## src/rtl/ipd_pkg.sv

```systemverilog
// Shared types and constants for the image packet deframer.
// Holds the event codes, header byte positions, marker patterns and the
// command and status structs between controller and datapath. No dependencies.
package ipd_pkg;

   // Result event codes.
   typedef enum logic [1:0] {
      EV_HEADER      = 2'd0,
      EV_IMAGE_START = 2'd1,
      EV_IMAGE_END   = 2'd2,
      EV_DATA        = 2'd3
   } event_kind_type;

   // Positions of the fields inside the header.
   localparam int HDR_KIND_POS   = 0;
   localparam int HDR_ID_POS     = 1;
   localparam int HDR_SEQ_LO_POS = 5;
   localparam int HDR_SEQ_HI_POS = 6;
   localparam int HDR_LEN_POS    = 7;

   localparam logic [7:0] NODE_KIND_RESET = 8'd1;

   // Marker strings "begin" and "end"; all characters of each are distinct.
   localparam logic [7:0] BEGIN_PAT [5] = '{8'h62, 8'h65, 8'h67, 8'h69, 8'h6e};
   localparam logic [7:0] END_PAT   [3] = '{8'h65, 8'h6e, 8'h64};
   localparam logic [2:0] BEGIN_LEN = 3'd5;
   localparam logic [1:0] END_LEN   = 2'd3;

   // Commands from the controller to the datapath.
   typedef struct packed {
      logic take_byte;
      logic load_hdr;
      logic load_mark;
      logic drain_start;
      logic rd_issue;
      logic rd_capture;
      logic load_word;
   } ctl_cmd_type;

   // Status from the datapath to the controller.
   typedef struct packed {
      logic hdr_done;
      logic pay_done;
      logic image;
      logic marker_any;
      logic dup;
      logic word_done;
      logic drain_last;
      logic out_free;
   } dp_status_type;

   // One step of the "begin" matcher; it sticks once the whole string is seen.
   function automatic logic [2:0] begin_step(input logic [2:0] m, input logic [7:0] b);
      logic [2:0] r;
      if (m >= BEGIN_LEN) begin
         r = BEGIN_LEN;
      end else if (b == BEGIN_PAT[m]) begin
         r = m + 3'd1;
      end else if (b == BEGIN_PAT[0]) begin
         r = 3'd1;
      end else begin
         r = 3'd0;
      end
      return r;
   endfunction

   // One step of the "end" matcher.
   function automatic logic [1:0] end_step(input logic [1:0] m, input logic [7:0] b);
      logic [1:0] r;
      if (m >= END_LEN) begin
         r = END_LEN;
      end else if (b == END_PAT[m]) begin
         r = m + 2'd1;
      end else if (b == END_PAT[0]) begin
         r = 2'd1;
      end else begin
         r = 2'd0;
      end
      return r;
   endfunction

endpackage

```

## src/rtl/image_packet_deframer.sv

```systemverilog
// Top level of the image packet deframer: byte-serial packet parser with
// header report, sequence gap check, image markers and payload word output.
// Depends on ipd_pkg, ipd_ctrl, ipd_datapath (which holds ipd_ram).
//
// Order: the header beat is loaded from state S_HDR after the last header byte, and a
// marker beat from S_EVAL and then S_MARK after the last payload byte; each waits
// while the sink still holds the previous beat. A data drain reads each buffered byte
// (S_RD), packs it (S_CAP) and loads each 8-byte word (S_WORD), which waits likewise.
// Throughput: payload bytes back to back; the byte input is closed while a result forms.
// Reset is synchronous, active high; it clears control and header state, node kind to 1.
module image_packet_deframer #(
   parameter int HEADER_LEN  = 8,
   parameter int MAX_PAYLOAD = 256
) (
   input  logic        clock,
   input  logic        reset,
   // Byte input channel.
   input  logic        req_valid,
   output logic        req_ready,
   input  logic [7:0]  req_rx_byte,
   // Result channel.
   output logic        rsp_valid,
   input  logic        rsp_ready,
   output logic [1:0]  rsp_event_kind,
   output logic [7:0]  rsp_source_kind,
   output logic [7:0]  rsp_source_id,
   output logic [15:0] rsp_packet_seq,
   output logic [7:0]  rsp_payload_len,
   output logic        rsp_is_duplicate,
   output logic [15:0] rsp_lost_packets,
   output logic [63:0] rsp_data_word,
   output logic [3:0]  rsp_valid_bytes,
   output logic        rsp_last_of_run,
   // Configuration write channel for image_node_kind.
   input  logic        csr_valid,
   output logic        csr_ready,
   input  logic [7:0]  csr_image_node_kind
);

   // The controller and the datapath talk only through these two structs.
   ipd_pkg::ctl_cmd_type  cmd;
   ipd_pkg::dp_status_type status;

   // Configuration writes are always taken; the user must issue them only while idle (not enforced here).
   assign csr_ready = 1'b1;

   // The controller owns the byte handshake and decides, one beat at a time,
   // what the datapath does: take a byte, load a header or marker result, or
   // step the payload drain that packs buffered bytes into 8-byte words.
   ipd_ctrl u_ctrl (
      .clock     (clock),
      .reset     (reset),
      .req_valid (req_valid),
      .req_ready (req_ready),
      .status    (status),
      .cmd       (cmd)
   );

   // The datapath holds the header fields, the sequence check (duplicate
   // flag and count of missing packets), the "begin"/"end" matchers, the
   // payload buffer and the result register that lets a finished beat wait
   // for the sink.
   ipd_datapath #(
      .HEADER_LEN  (HEADER_LEN),
      .MAX_PAYLOAD (MAX_PAYLOAD)
   ) u_datapath (
      .clock               (clock),
      .reset               (reset),
      .cmd                 (cmd),
      .status              (status),
      .req_rx_byte         (req_rx_byte),
      .csr_valid           (csr_valid),
      .csr_image_node_kind (csr_image_node_kind),
      .rsp_ready           (rsp_ready),
      .rsp_valid           (rsp_valid),
      .rsp_event_kind      (rsp_event_kind),
      .rsp_source_kind     (rsp_source_kind),
      .rsp_source_id       (rsp_source_id),
      .rsp_packet_seq      (rsp_packet_seq),
      .rsp_payload_len     (rsp_payload_len),
      .rsp_is_duplicate    (rsp_is_duplicate),
      .rsp_lost_packets    (rsp_lost_packets),
      .rsp_data_word       (rsp_data_word),
      .rsp_valid_bytes     (rsp_valid_bytes),
      .rsp_last_of_run     (rsp_last_of_run)
   );

endmodule

```

## src/rtl/ipd_ram.sv

```systemverilog
// Generic single-write, single-read RAM with a registered read port.
// Used for the payload buffer. No dependencies.
module ipd_ram #(
   parameter int WIDTH = 8,
   parameter int DEPTH = 256
) (
   input  logic                     clock,
   input  logic                     wr_en,
   input  logic [$clog2(DEPTH)-1:0] wr_addr,
   input  logic [WIDTH-1:0]         wr_data,
   input  logic                     rd_en,
   input  logic [$clog2(DEPTH)-1:0] rd_addr,
   output logic [WIDTH-1:0]         rd_data
);

   logic [WIDTH-1:0] mem_ff [DEPTH];
   logic [WIDTH-1:0] rd_data_ff;

   always_ff @(posedge clock) begin
      if (wr_en) begin
         mem_ff[wr_addr] <= wr_data;
      end
      if (rd_en) begin
         rd_data_ff <= mem_ff[rd_addr];
      end
   end

   assign rd_data = rd_data_ff;

endmodule

```

## src/rtl/ipd_datapath.sv

```systemverilog
// Datapath of the image packet deframer: header registers, sequence check,
// marker matchers, payload buffer, word packer and the result register.
// Depends on ipd_pkg and ipd_ram.
module ipd_datapath #(
   parameter int HEADER_LEN  = 8,
   parameter int MAX_PAYLOAD = 256
) (
   input  logic                  clock,
   input  logic                  reset,
   input  ipd_pkg::ctl_cmd_type  cmd,
   output ipd_pkg::dp_status_type status,
   input  logic [7:0]            req_rx_byte,
   input  logic                  csr_valid,
   input  logic [7:0]            csr_image_node_kind,
   input  logic                  rsp_ready,
   output logic                  rsp_valid,
   output logic [1:0]            rsp_event_kind,
   output logic [7:0]            rsp_source_kind,
   output logic [7:0]            rsp_source_id,
   output logic [15:0]           rsp_packet_seq,
   output logic [7:0]            rsp_payload_len,
   output logic                  rsp_is_duplicate,
   output logic [15:0]           rsp_lost_packets,
   output logic [63:0]           rsp_data_word,
   output logic [3:0]            rsp_valid_bytes,
   output logic                  rsp_last_of_run
);

   localparam int AW = $clog2(MAX_PAYLOAD);

   // Packet state.
   logic [7:0]  node_kind_ff, node_kind_in;
   logic        in_payload_ff, in_payload_in;
   logic [7:0]  byte_count_ff, byte_count_in;
   logic [7:0]  hdr_kind_ff, hdr_kind_in;
   logic [7:0]  hdr_id_ff, hdr_id_in;
   logic [15:0] hdr_seq_ff, hdr_seq_in;
   logic [7:0]  hdr_len_ff, hdr_len_in;
   logic [15:0] prev_seq_ff, prev_seq_in;
   logic        dup_ff, dup_in;
   logic [15:0] lost_ff, lost_in;
   logic [2:0]  begin_match_ff, begin_match_in;
   logic [1:0]  end_match_ff, end_match_in;
   logic [1:0]  marker_ff, marker_in;

   // Drain state.
   logic [7:0]  rd_ptr_ff, rd_ptr_in;
   logic [3:0]  lane_ff, lane_in;
   logic [63:0] word_ff, word_in;

   // Result register.
   logic        out_valid_ff, out_valid_in;
   logic [1:0]  out_kind_ff, out_kind_in;
   logic [7:0]  out_src_kind_ff, out_src_kind_in;
   logic [7:0]  out_src_id_ff, out_src_id_in;
   logic [15:0] out_seq_ff, out_seq_in;
   logic [7:0]  out_len_ff, out_len_in;
   logic        out_dup_ff, out_dup_in;
   logic [15:0] out_lost_ff, out_lost_in;
   logic [63:0] out_word_ff, out_word_in;
   logic [3:0]  out_nbytes_ff, out_nbytes_in;
   logic        out_last_ff, out_last_in;

   logic        image;
   logic [7:0]  cnt_inc;
   logic [7:0]  ptr_inc;
   logic [15:0] seq_diff;
   logic        out_free;
   logic        ram_wr_en;
   logic [7:0]  ram_rd_data;
   logic [7:0]  cap_byte;
   logic [2:0]  begin_next;
   logic [1:0]  end_next;

   assign image    = (hdr_kind_ff == node_kind_ff);
   assign cnt_inc  = byte_count_ff + 8'd1;
   assign ptr_inc  = rd_ptr_ff + 8'd1;
   assign seq_diff = hdr_seq_ff - prev_seq_ff;
   assign out_free = !out_valid_ff || rsp_ready;
   assign begin_next = ipd_pkg::begin_step(begin_match_ff, req_rx_byte);
   assign end_next   = ipd_pkg::end_step(end_match_ff, req_rx_byte);

   assign ram_wr_en = cmd.take_byte && in_payload_ff && image &&
                      (9'(byte_count_ff) < 9'(MAX_PAYLOAD));

   ipd_ram #(
      .WIDTH (8),
      .DEPTH (MAX_PAYLOAD)
   ) u_payload_ram (
      .clock   (clock),
      .wr_en   (ram_wr_en),
      .wr_addr (byte_count_ff[AW-1:0]),
      .wr_data (req_rx_byte),
      .rd_en   (cmd.rd_issue),
      .rd_addr (rd_ptr_ff[AW-1:0]),
      .rd_data (ram_rd_data)
   );

   // Bytes past the buffer were never stored and read as zero.
   assign cap_byte = (9'(rd_ptr_ff) < 9'(MAX_PAYLOAD)) ? ram_rd_data : 8'd0;

   assign status.hdr_done   = !in_payload_ff && (byte_count_ff == 8'(HEADER_LEN - 1));
   assign status.pay_done   = in_payload_ff && (cnt_inc >= hdr_len_ff);
   assign status.image      = image;
   assign status.marker_any = |marker_ff;
   assign status.dup        = dup_ff;
   assign status.word_done  = (lane_ff == 4'd7) || (ptr_inc == hdr_len_ff);
   assign status.drain_last = (rd_ptr_ff == hdr_len_ff);
   assign status.out_free   = out_free;

   // Byte intake: header capture, sequence check, payload store and matchers.
   always_comb begin
      node_kind_in   = csr_valid ? csr_image_node_kind : node_kind_ff;
      in_payload_in  = in_payload_ff;
      byte_count_in  = byte_count_ff;
      hdr_kind_in    = hdr_kind_ff;
      hdr_id_in      = hdr_id_ff;
      hdr_seq_in     = hdr_seq_ff;
      hdr_len_in     = hdr_len_ff;
      prev_seq_in    = prev_seq_ff;
      dup_in         = dup_ff;
      lost_in        = lost_ff;
      begin_match_in = begin_match_ff;
      end_match_in   = end_match_ff;
      marker_in      = marker_ff;
      if (cmd.take_byte && !in_payload_ff) begin
         case (byte_count_ff)
            8'(ipd_pkg::HDR_KIND_POS):   hdr_kind_in = req_rx_byte;
            8'(ipd_pkg::HDR_ID_POS):     hdr_id_in = req_rx_byte;
            8'(ipd_pkg::HDR_SEQ_LO_POS): hdr_seq_in = {hdr_seq_ff[15:8], req_rx_byte};
            8'(ipd_pkg::HDR_SEQ_HI_POS): hdr_seq_in = {req_rx_byte, hdr_seq_ff[7:0]};
            8'(ipd_pkg::HDR_LEN_POS):    hdr_len_in = req_rx_byte;
            default: ;
         endcase
         byte_count_in = cnt_inc;
         if (status.hdr_done) begin
            // The sequence bytes precede the last header byte, so hdr_seq_ff
            // is already complete here.
            dup_in         = (seq_diff == 16'd0);
            lost_in        = (seq_diff > 16'd1) ? seq_diff - 16'd1 : 16'd0;
            prev_seq_in    = hdr_seq_ff;
            byte_count_in  = 8'd0;
            in_payload_in  = (hdr_len_in != 8'd0);
            begin_match_in = 3'd0;
            end_match_in   = 2'd0;
            marker_in      = 2'd0;
         end
      end else if (cmd.take_byte) begin
         if (image) begin
            begin_match_in = begin_next;
            end_match_in   = end_next;
            marker_in      = marker_ff | {end_next == ipd_pkg::END_LEN,
                                          begin_next == ipd_pkg::BEGIN_LEN};
         end
         byte_count_in = cnt_inc;
         if (status.pay_done) begin
            in_payload_in = 1'b0;
            byte_count_in = 8'd0;
         end
      end
   end

   // Word packer for the payload drain.
   always_comb begin
      rd_ptr_in = rd_ptr_ff;
      lane_in   = lane_ff;
      word_in   = word_ff;
      if (cmd.drain_start || cmd.load_word) begin
         lane_in = 4'd0;
         word_in = 64'd0;
      end
      if (cmd.drain_start) begin
         rd_ptr_in = 8'd0;
      end
      if (cmd.rd_capture) begin
         word_in   = word_ff | (64'(cap_byte) << {lane_ff[2:0], 3'b000});
         lane_in   = lane_ff + 4'd1;
         rd_ptr_in = ptr_inc;
      end
   end

   // Result register: loaded only when empty or being taken.
   always_comb begin
      out_valid_in    = out_valid_ff && !rsp_ready;
      out_kind_in     = out_kind_ff;
      out_src_kind_in = out_src_kind_ff;
      out_src_id_in   = out_src_id_ff;
      out_seq_in      = out_seq_ff;
      out_len_in      = out_len_ff;
      out_dup_in      = out_dup_ff;
      out_lost_in     = out_lost_ff;
      out_word_in     = out_word_ff;
      out_nbytes_in   = out_nbytes_ff;
      out_last_in     = out_last_ff;
      if (cmd.load_hdr || cmd.load_mark || cmd.load_word) begin
         out_valid_in    = 1'b1;
         out_src_kind_in = hdr_kind_ff;
         out_src_id_in   = hdr_id_ff;
         out_seq_in      = hdr_seq_ff;
         out_len_in      = hdr_len_ff;
         out_dup_in      = dup_ff;
         out_lost_in     = 16'd0;
         out_word_in     = 64'd0;
         out_nbytes_in   = 4'd0;
         out_last_in     = 1'b1;
         if (cmd.load_hdr) begin
            out_kind_in = ipd_pkg::EV_HEADER;
            out_lost_in = lost_ff;
         end else if (cmd.load_mark) begin
            out_kind_in = marker_ff[1] ? ipd_pkg::EV_IMAGE_END : ipd_pkg::EV_IMAGE_START;
         end else begin
            out_kind_in   = ipd_pkg::EV_DATA;
            out_word_in   = word_ff;
            out_nbytes_in = lane_ff;
            out_last_in   = status.drain_last;
         end
      end
   end

   always_ff @(posedge clock) begin
      if (reset) begin
         node_kind_ff   <= ipd_pkg::NODE_KIND_RESET;
         in_payload_ff  <= 1'b0;
         byte_count_ff  <= 8'd0;
         hdr_kind_ff    <= 8'd0;
         hdr_id_ff      <= 8'd0;
         hdr_seq_ff     <= 16'd0;
         hdr_len_ff     <= 8'd0;
         prev_seq_ff    <= 16'd0;
         dup_ff         <= 1'b0;
         lost_ff        <= 16'd0;
         begin_match_ff <= 3'd0;
         end_match_ff   <= 2'd0;
         marker_ff      <= 2'd0;
         rd_ptr_ff      <= 8'd0;
         lane_ff        <= 4'd0;
         out_valid_ff   <= 1'b0;
      end else begin
         node_kind_ff   <= node_kind_in;
         in_payload_ff  <= in_payload_in;
         byte_count_ff  <= byte_count_in;
         hdr_kind_ff    <= hdr_kind_in;
         hdr_id_ff      <= hdr_id_in;
         hdr_seq_ff     <= hdr_seq_in;
         hdr_len_ff     <= hdr_len_in;
         prev_seq_ff    <= prev_seq_in;
         dup_ff         <= dup_in;
         lost_ff        <= lost_in;
         begin_match_ff <= begin_match_in;
         end_match_ff   <= end_match_in;
         marker_ff      <= marker_in;
         rd_ptr_ff      <= rd_ptr_in;
         lane_ff        <= lane_in;
         out_valid_ff   <= out_valid_in;
      end
   end

   always_ff @(posedge clock) begin
      word_ff         <= word_in;
      out_kind_ff     <= out_kind_in;
      out_src_kind_ff <= out_src_kind_in;
      out_src_id_ff   <= out_src_id_in;
      out_seq_ff      <= out_seq_in;
      out_len_ff      <= out_len_in;
      out_dup_ff      <= out_dup_in;
      out_lost_ff     <= out_lost_in;
      out_word_ff     <= out_word_in;
      out_nbytes_ff   <= out_nbytes_in;
      out_last_ff     <= out_last_in;
   end

   assign rsp_valid        = out_valid_ff;
   assign rsp_event_kind   = out_kind_ff;
   assign rsp_source_kind  = out_src_kind_ff;
   assign rsp_source_id    = out_src_id_ff;
   assign rsp_packet_seq   = out_seq_ff;
   assign rsp_payload_len  = out_len_ff;
   assign rsp_is_duplicate = out_dup_ff;
   assign rsp_lost_packets = out_lost_ff;
   assign rsp_data_word    = out_word_ff;
   assign rsp_valid_bytes  = out_nbytes_ff;
   assign rsp_last_of_run  = out_last_ff;

   a_load_when_free: assert property (@(posedge clock) disable iff (reset)
      (cmd.load_hdr || cmd.load_mark || cmd.load_word) |-> out_free)
      else $error("result register loaded while still holding a beat");

   a_lane_bound: assert property (@(posedge clock) disable iff (reset)
      lane_ff <= 4'd8)
      else $error("word packer lane count out of range");

   a_payload_bound: assert property (@(posedge clock) disable iff (reset)
      (cmd.take_byte && in_payload_ff) |-> (byte_count_ff < hdr_len_ff))
      else $error("payload byte taken beyond the header length");

endmodule

```

## src/rtl/ipd_ctrl.sv

```systemverilog
// Controller of the image packet deframer: sequences byte intake, result
// loads and the payload drain. Depends on ipd_pkg.
module ipd_ctrl (
   input  logic                   clock,
   input  logic                   reset,
   input  logic                   req_valid,
   output logic                   req_ready,
   input  ipd_pkg::dp_status_type status,
   output ipd_pkg::ctl_cmd_type   cmd
);

   typedef enum logic [2:0] {
      S_IDLE,
      S_HDR,
      S_EVAL,
      S_MARK,
      S_RD,
      S_CAP,
      S_WORD
   } state_type;

   state_type state_ff, state_in;
   logic      ready_ff, ready_in;

   always_comb begin
      state_in = state_ff;
      cmd      = '0;
      case (state_ff)
         S_IDLE: begin
            cmd.take_byte = req_valid && ready_ff;
            if (cmd.take_byte && status.hdr_done) begin
               state_in = S_HDR;
            end else if (cmd.take_byte && status.pay_done) begin
               state_in = S_EVAL;
            end
         end
         S_HDR: begin
            if (status.out_free) begin
               cmd.load_hdr = 1'b1;
               state_in     = S_IDLE;
            end
         end
         S_EVAL: begin
            if (!status.image) begin
               state_in = S_IDLE;
            end else if (status.marker_any) begin
               state_in = S_MARK;
            end else if (status.dup) begin
               state_in = S_IDLE;
            end else begin
               cmd.drain_start = 1'b1;
               state_in        = S_RD;
            end
         end
         S_MARK: begin
            if (status.out_free) begin
               cmd.load_mark = 1'b1;
               state_in      = S_IDLE;
            end
         end
         S_RD: begin
            cmd.rd_issue = 1'b1;
            state_in     = S_CAP;
         end
         S_CAP: begin
            cmd.rd_capture = 1'b1;
            state_in       = status.word_done ? S_WORD : S_RD;
         end
         S_WORD: begin
            if (status.out_free) begin
               cmd.load_word = 1'b1;
               state_in      = status.drain_last ? S_IDLE : S_RD;
            end
         end
         default: begin
            state_in = S_IDLE;
         end
      endcase
      ready_in = (state_in == S_IDLE) && !(state_ff == S_IDLE && cmd.take_byte &&
                 (status.hdr_done || status.pay_done));
   end

   always_ff @(posedge clock) begin
      if (reset) begin
         state_ff <= S_IDLE;
         ready_ff <= 1'b1;
      end else begin
         state_ff <= state_in;
         ready_ff <= ready_in;
      end
   end

   assign req_ready = ready_ff;

   a_one_load: assert property (@(posedge clock) disable iff (reset)
      $onehot0({cmd.load_hdr, cmd.load_mark, cmd.load_word}))
      else $error("more than one result load in a cycle");

   a_capture_after_read: assert property (@(posedge clock) disable iff (reset)
      cmd.rd_capture |-> $past(cmd.rd_issue))
      else $error("payload capture without a preceding read");

   a_ready_quiet: assert property (@(posedge clock) disable iff (reset)
      req_ready |-> !(cmd.rd_issue || cmd.rd_capture || cmd.load_word))
      else $error("byte intake open while draining the payload");

endmodule

```

## config.mk

```make
export PLATFORM = sky130hd
export DESIGN_NAME = image_packet_deframer
export DESIGN_NICKNAME = d
export VERILOG_FILES = /design/src/rtl/ipd_pkg.sv /design/src/rtl/image_packet_deframer.sv /design/src/rtl/ipd_ram.sv /design/src/rtl/ipd_datapath.sv /design/src/rtl/ipd_ctrl.sv
export SDC_FILE = /design/constraint.sdc
export NUM_CORES = 2
export LEC_CHECK = 0
export BUFFER_PORTS_ARGS = -buffer_cell sky130_fd_sc_hd__clkbuf_2
export CAP_MARGIN = 15
export CORE_MARGIN = 2
export CORE_UTILIZATION = 25
export CTS_CLUSTER_SIZE = 40
export DETAILED_ROUTE_END_ITERATION = 6
export HOLD_SLACK_MARGIN = 0.15
export PLACE_DENSITY = 0.41
export SLEW_MARGIN = 20
export SYNTH_ARGS = -nofsm -noshare
export SYNTH_HDL_FRONTEND = slang
export SYNTH_SLANG_ARGS = --single-unit
```

## constraint.sdc

```tcl
create_clock -name clock -period 7.94 [get_ports clock]
set_input_delay 1.191 -clock clock [delete_from_list [all_inputs] [get_ports clock]]
set_output_delay 1.191 -clock clock [all_outputs]
set_load 0.05 [all_outputs]
```

==> impl_metrics.xml <==
<?xml version="1.0" encoding="UTF-8"?>
<metrics>
  <group name="cells_and_area">
    <metric name="final_nets" unit="">4888</metric>
    <metric name="multiInputGateArea" unit="um2">21700</metric>
    <metric name="final_cell_mix" unit="">edfxtp_1, mux4_2, nor2_1</metric>
    <metric name="num-fill-cells" unit="">36100</metric>
    <metric name="area_growth" unit="%">16.5</metric>
    <metric name="layout.cells.most_common" unit="">edfxtp_1</metric>
    <metric name="sequential_cell_area" unit="um2">69800</metric>
    <metric name="drive_above_1_share" unit="">0.257</metric>
  </group>
  <group name="drt">
    <metric name="routed_wirelength" unit="mm">270</metric>
    <metric name="wl_per_cell" unit="um">27.0</metric>
    <metric name="remaining_drc_errors" unit="">0</metric>
    <metric name="drtAntennaViolNets" unit="">0</metric>
    <metric name="routed-via-count" unit="">45700</metric>
    <metric name="dr.first_iter.drc_count" unit="">4284</metric>
    <metric name="drt_first_pass_iters" unit="">5</metric>
    <metric name="detail_route.vias_per_cell" unit="">4.58</metric>
  </group>
  <group name="clocking">
    <metric name="clk_path_buf_depth" unit="">4</metric>
    <metric name="cts-hold-fix-buffers" unit="">0</metric>
    <metric name="post-cts-setup-buffers" unit="">0</metric>
    <metric name="ctsHtreeMaxLevel" unit="">5</metric>
    <metric name="numCtsBuffers" unit="">271</metric>
    <metric name="cts_sink_count" unit="">2362</metric>
    <metric name="cts_resized" unit="">0</metric>
    <metric name="cts_tree" unit="">yes</metric>
    <metric name="worstSkewPairLatency" unit="ns">0.85</metric>
    <metric name="cell_at_the_root_of_the_clock_tree" unit="">clkbuf_16</metric>
    <metric name="clock_slew_at_reported_path_ffs" unit="ns">0.05</metric>
  </group>
  <group name="logic_synthesis">
    <metric name="post_synthesis_simple_gate_area_fraction" unit="">0.0391</metric>
    <metric name="synthesis.nets" unit="">4651</metric>
    <metric name="synth_top_family_by_area" unit="">multiplexers</metric>
    <metric name="postSynthAreaPerCell" unit="um2">20.2</metric>
    <metric name="synth-seq-area-share" unit="">0.753</metric>
    <metric name="post_synth_mux_area_share" unit="">0.164</metric>
    <metric name="synth_compound_gate_area_share" unit="">0.0187</metric>
    <metric name="yosys_warnings" unit="">0</metric>
    <metric name="number_of_distinct_standard_cells_referenced_by_the_synthesized_netlist" unit="">65</metric>
    <metric name="synth_xor_xnor_area_share" unit="">0.00501</metric>
    <metric name="seq_cells_post_synth" unit="">2362</metric>
    <metric name="synthesis.area" unit="um2">92700</metric>
    <metric name="synth_ff_type" unit="">edfxtp_1</metric>
    <metric name="synth-adder-area-share" unit="">0.00548</metric>
    <metric name="syn_inst" unit="">4590</metric>
    <metric name="async_reset_ff_frac" unit="">0</metric>
    <metric name="synth-edff-count" unit="">2248</metric>
  </group>
  <group name="floorplanning">
    <metric name="dieWidth" unit="um">613</metric>
    <metric name="top_level_ports" unit="">152</metric>
    <metric name="initial_core_util" unit="">0.251</metric>
    <metric name="fp.dieArea" unit="um2">376000</metric>
    <metric name="die_h" unit="um">613</metric>
    <metric name="core_region_area" unit="um2">369000</metric>
    <metric name="row_count" unit="">223</metric>
  </group>
  <group name="min_path">
    <metric name="hold_path.class" unit="">reg -&gt; reg</metric>
  </group>
  <group name="job">
    <metric name="maxCapViolations" unit="">0</metric>
  </group>
  <group name="place">
    <metric name="place_hpwl" unit="mm">160</metric>
    <metric name="routability_congestion_estimate" unit="">0.767</metric>
    <metric name="numPortBuffers" unit="">150</metric>
  </group>
  <group name="global_route">
    <metric name="overflow" unit="">0</metric>
    <metric name="grt_pass1_vias" unit="">46400</metric>
    <metric name="grt_usage" unit="">0.141</metric>
    <metric name="global_route_wire_length_before_repair" unit="mm">380</metric>
    <metric name="grt_start_max_net_pins" unit="">135</metric>
    <metric name="number_of_antenna_violations_at_the_first_check_in_global_routing" unit="">12</metric>
  </group>
  <group name="setup_path">
    <metric name="worst_ep_required_time" unit="ns">8.39</metric>
    <metric name="worstSetupPathType" unit="">reg -&gt; reg</metric>
    <metric name="critPathMaxFanout" unit="">12</metric>
    <metric name="cp-startpoint" unit="">u_ctrl.state_ff[1]$_SDFF_PP0_</metric>
    <metric name="worst-r2r-cell-count" unit="">8</metric>
    <metric name="critPathArrivalTime" unit="ns">5.05</metric>
    <metric name="setup.worst_path.start_class" unit="">flop</metric>
    <metric name="timing.critical_path.max_delay_family" unit="">simple AND/OR/NAND/NOR gates</metric>
    <metric name="crit_path_cell_trace" unit="">nor4_2 -&gt; nand2_1 -&gt; nor2_1 -&gt; buf_4 -&gt; and2_1 -&gt; nand2_2 -&gt; buf_4 -&gt; nor2_1</metric>
    <metric name="critical_path_cell_count" unit="">8</metric>
    <metric name="r2r_start" unit="">u_ctrl.state_ff[1]$_SDFF_PP0_</metric>
    <metric name="endpoint_kind" unit="">flop</metric>
    <metric name="cp_slowest_stage_delay" unit="ns">0.90</metric>
    <metric name="worst_r2r_endpoint" unit="">u_datapath.u_payload_ram.mem_ff[153][2]$_DFFE_PP_</metric>
    <metric name="cp-endpoint" unit="">u_datapath.u_payload_ram.mem_ff[153][2]$_DFFE_PP_</metric>
    <metric name="cp.buffers_inverters" unit="">2</metric>
    <metric name="crit_slowest_cell" unit="">nor4_2</metric>
    <metric name="timing.reg2reg.setup_slack" unit="ns">3.34</metric>
  </group>
  <group name="sta">
    <metric name="final_min_period_over_clock_period" unit="">0.579</metric>
    <metric name="tightestPinTransition" unit="ns">1.11</metric>
    <metric name="slew_headroom" unit="">0.260</metric>
    <metric name="max_freq" unit="MHz">217</metric>
    <metric name="grt_setup_unrepaired" unit="">no</metric>
    <metric name="fin_crit" unit="ns">4.60</metric>
    <metric name="report.final.slew_viol_count" unit="">0</metric>
    <metric name="finalClockSkew" unit="ns">0.0579</metric>
    <metric name="final-setup-viol-count" unit="">0</metric>
    <metric name="final_hold_viol_count" unit="">0</metric>
    <metric name="hold-worst-slack" unit="ns">0.436</metric>
    <metric name="final.setup.tns" unit="ns">0</metric>
  </group>
  <group name="power_and_ir_drop">
    <metric name="static_power_due_to_leakage" unit="nW">31.9</metric>
    <metric name="switching_share" unit="">0.205</metric>
    <metric name="power_report.internal_total" unit="W">0.0207</metric>
    <metric name="part_of_the_total_power_dissipated_in_the_clock_network" unit="">0.464</metric>
    <metric name="switchingPower" unit="W">0.00535</metric>
    <metric name="max-vdd-ir-drop" unit="uV">146</metric>
    <metric name="p_comb_frac" unit="">0.013</metric>
    <metric name="seq_power_share" unit="">0.523</metric>
    <metric name="power_per_cell_area" unit="nW/um2">241</metric>
  </group>
  <group name="status">
    <metric name="status" unit="">finished clean</metric>
  </group>
</metrics>
-- worst reg2reg max path: cells and delay by family, from the launching register on --
kind | cells | cell delay (ns)
and+or+nand+nor | 6 | 2.99
buffers and inverters | 2 | 0.78
DFF | 1 | 0.43
-- per-stage QoR --
step,total power [W],area [um2],utilization,cells,setup WS (ns)
finish,0.0260,108000,0.293,9987,3.34
global route,0.0269,108000,0.293,9980,3.03
detailed placement,0.0143,99500,0.270,9504,2.49
CTS,0.0264,108000,0.293,9976,3.32
floorplan,0.0139,92700,-,4590,2.76
global placement,0.0143,99500,0.270,9504,2.60
-- worst min path at each step --
stage	to	slack (ns)	depth (start not counted)	start
3_5_place_dp	u_datapath.rsp_source_id[3]$_DFFE_PP_	0.42	0	u_datapath.hdr_id_ff[3]$_SDFFE_PP0P_
6_report	u_datapath.rsp_source_id[3]$_DFFE_PP_	0.44	0	u_datapath.hdr_id_ff[3]$_SDFFE_PP0P_
3_3_place_gp	u_datapath.rsp_source_id[5]$_DFFE_PP_	0.43	0	u_datapath.hdr_id_ff[5]$_SDFFE_PP0P_
5_1_grt	u_datapath.rsp_source_id[3]$_DFFE_PP_	0.45	0	u_datapath.hdr_id_ff[3]$_SDFFE_PP0P_
2_1_floorplan	u_datapath.rsp_source_id[0]$_DFFE_PP_	0.41	0	u_datapath.hdr_id_ff[0]$_SDFFE_PP0P_
4_1_cts	u_datapath.rsp_source_id[3]$_DFFE_PP_	0.44	0	u_datapath.hdr_id_ff[3]$_SDFFE_PP0P_
-- synth_stat cells (16+ instances only) --
| master | instances | area [um2] |
|---|---|---|
| edfxtp_1 | 2248 | 67500 |
| mux4_2 | 641 | 14400 |
| nor2_1 | 399 | 1500 |
| nand2_1 | 178 | 668 |
| a21oi_1 | 155 | 776 |
| clkbuf_1 | 150 | 563 |
| dfxtp_1 | 114 | 2280 |
| and2_1 | 95 | 594 |
| mux2i_1 | 60 | 601 |
| buf_2 | 59 | 295 |
| buf_1 | 46 | 173 |
| inv_1 | 42 | 158 |
| ha_1 | 39 | 488 |
| o21ai_0 | 34 | 170 |
| xor2_1 | 29 | 254 |
| nand3_1 | 28 | 140 |
| nor3_1 | 25 | 125 |
| xnor2_1 | 24 | 210 |
| nor2b_1 | 16 | 100 |
-- metal layers --
metal / vias up / track usage / wire length [um]
li1: 19100 / - / -
met1: 24800 / 0.212 / 129000
met2: 1514 / 0.215 / 121000
met3: 325 / 0.0226 / 15200
met4: 0 / 0.0286 / 5180
met5: - / 0 / 0
-- logic make-up (layout without fill, tap and decap cells) --
kind of cell,Yosys count,count (layout)
other cells,1,12
simple gates,814,814
mux,716,716
buf+inv,316,752
xor+xnor,53,53
compound gates,288,288
flops,2362,2362
fa+ha+maj,40,40
-- flip-flops by register name, indices dropped and copies added, names as in the netlist, 3 cells and up --
name / cells
u_datapath.hdr_seq_ff: 16
u_datapath.lane_ff: 4
u_datapath.lost_ff: 16
u_datapath.u_payload_ram.mem_ff: 2048
u_ctrl.state_ff: 3
u_datapath.rsp_payload_len: 8
u_datapath.u_payload_ram.rd_data: 8
u_datapath.rsp_valid_bytes: 4
u_datapath.hdr_len_ff: 8
u_datapath.word_ff: 64
u_datapath.hdr_kind_ff: 8
u_datapath.hdr_id_ff: 8
u_datapath.rd_ptr_ff: 8
u_datapath.byte_count_ff: 8
u_datapath.rsp_source_id: 8
u_datapath.rsp_source_kind: 8
u_datapath.rsp_lost_packets: 16
u_datapath.rsp_packet_seq: 16
u_datapath.begin_match_ff: 3
u_datapath.rsp_data_word: 64
u_datapath.prev_seq_ff: 16
u_datapath.node_kind_ff: 8
-- final cells by class --
class                      instances  share of cell area
clock buffer                     324              0.0657
sequential                      2362               0.647
antenna                           11            0.000255
inverter                          42             0.00146
tap                             4950              0.0574
multi-input combinational       1912               0.201
clock inverter                   148              0.0123
timing repair buffer             238              0.0155
-- power by group through the flow --
| stage | clock network [W] | logic [W] | registers, W |
|---|---|---|---|
| floorplan | 0 | 0.0000561 | 0.0139 |
| global placement | 0 | 0.000369 | 0.0139 |
| detailed placement | 0 | 0.000366 | 0.0139 |
| CTS | 0.0124 | 0.000362 | 0.0136 |
| global route | 0.0129 | 0.000379 | 0.0136 |
| finish | 0.0121 | 0.000346 | 0.0136 |
Power figures use the tool's default switching activity.
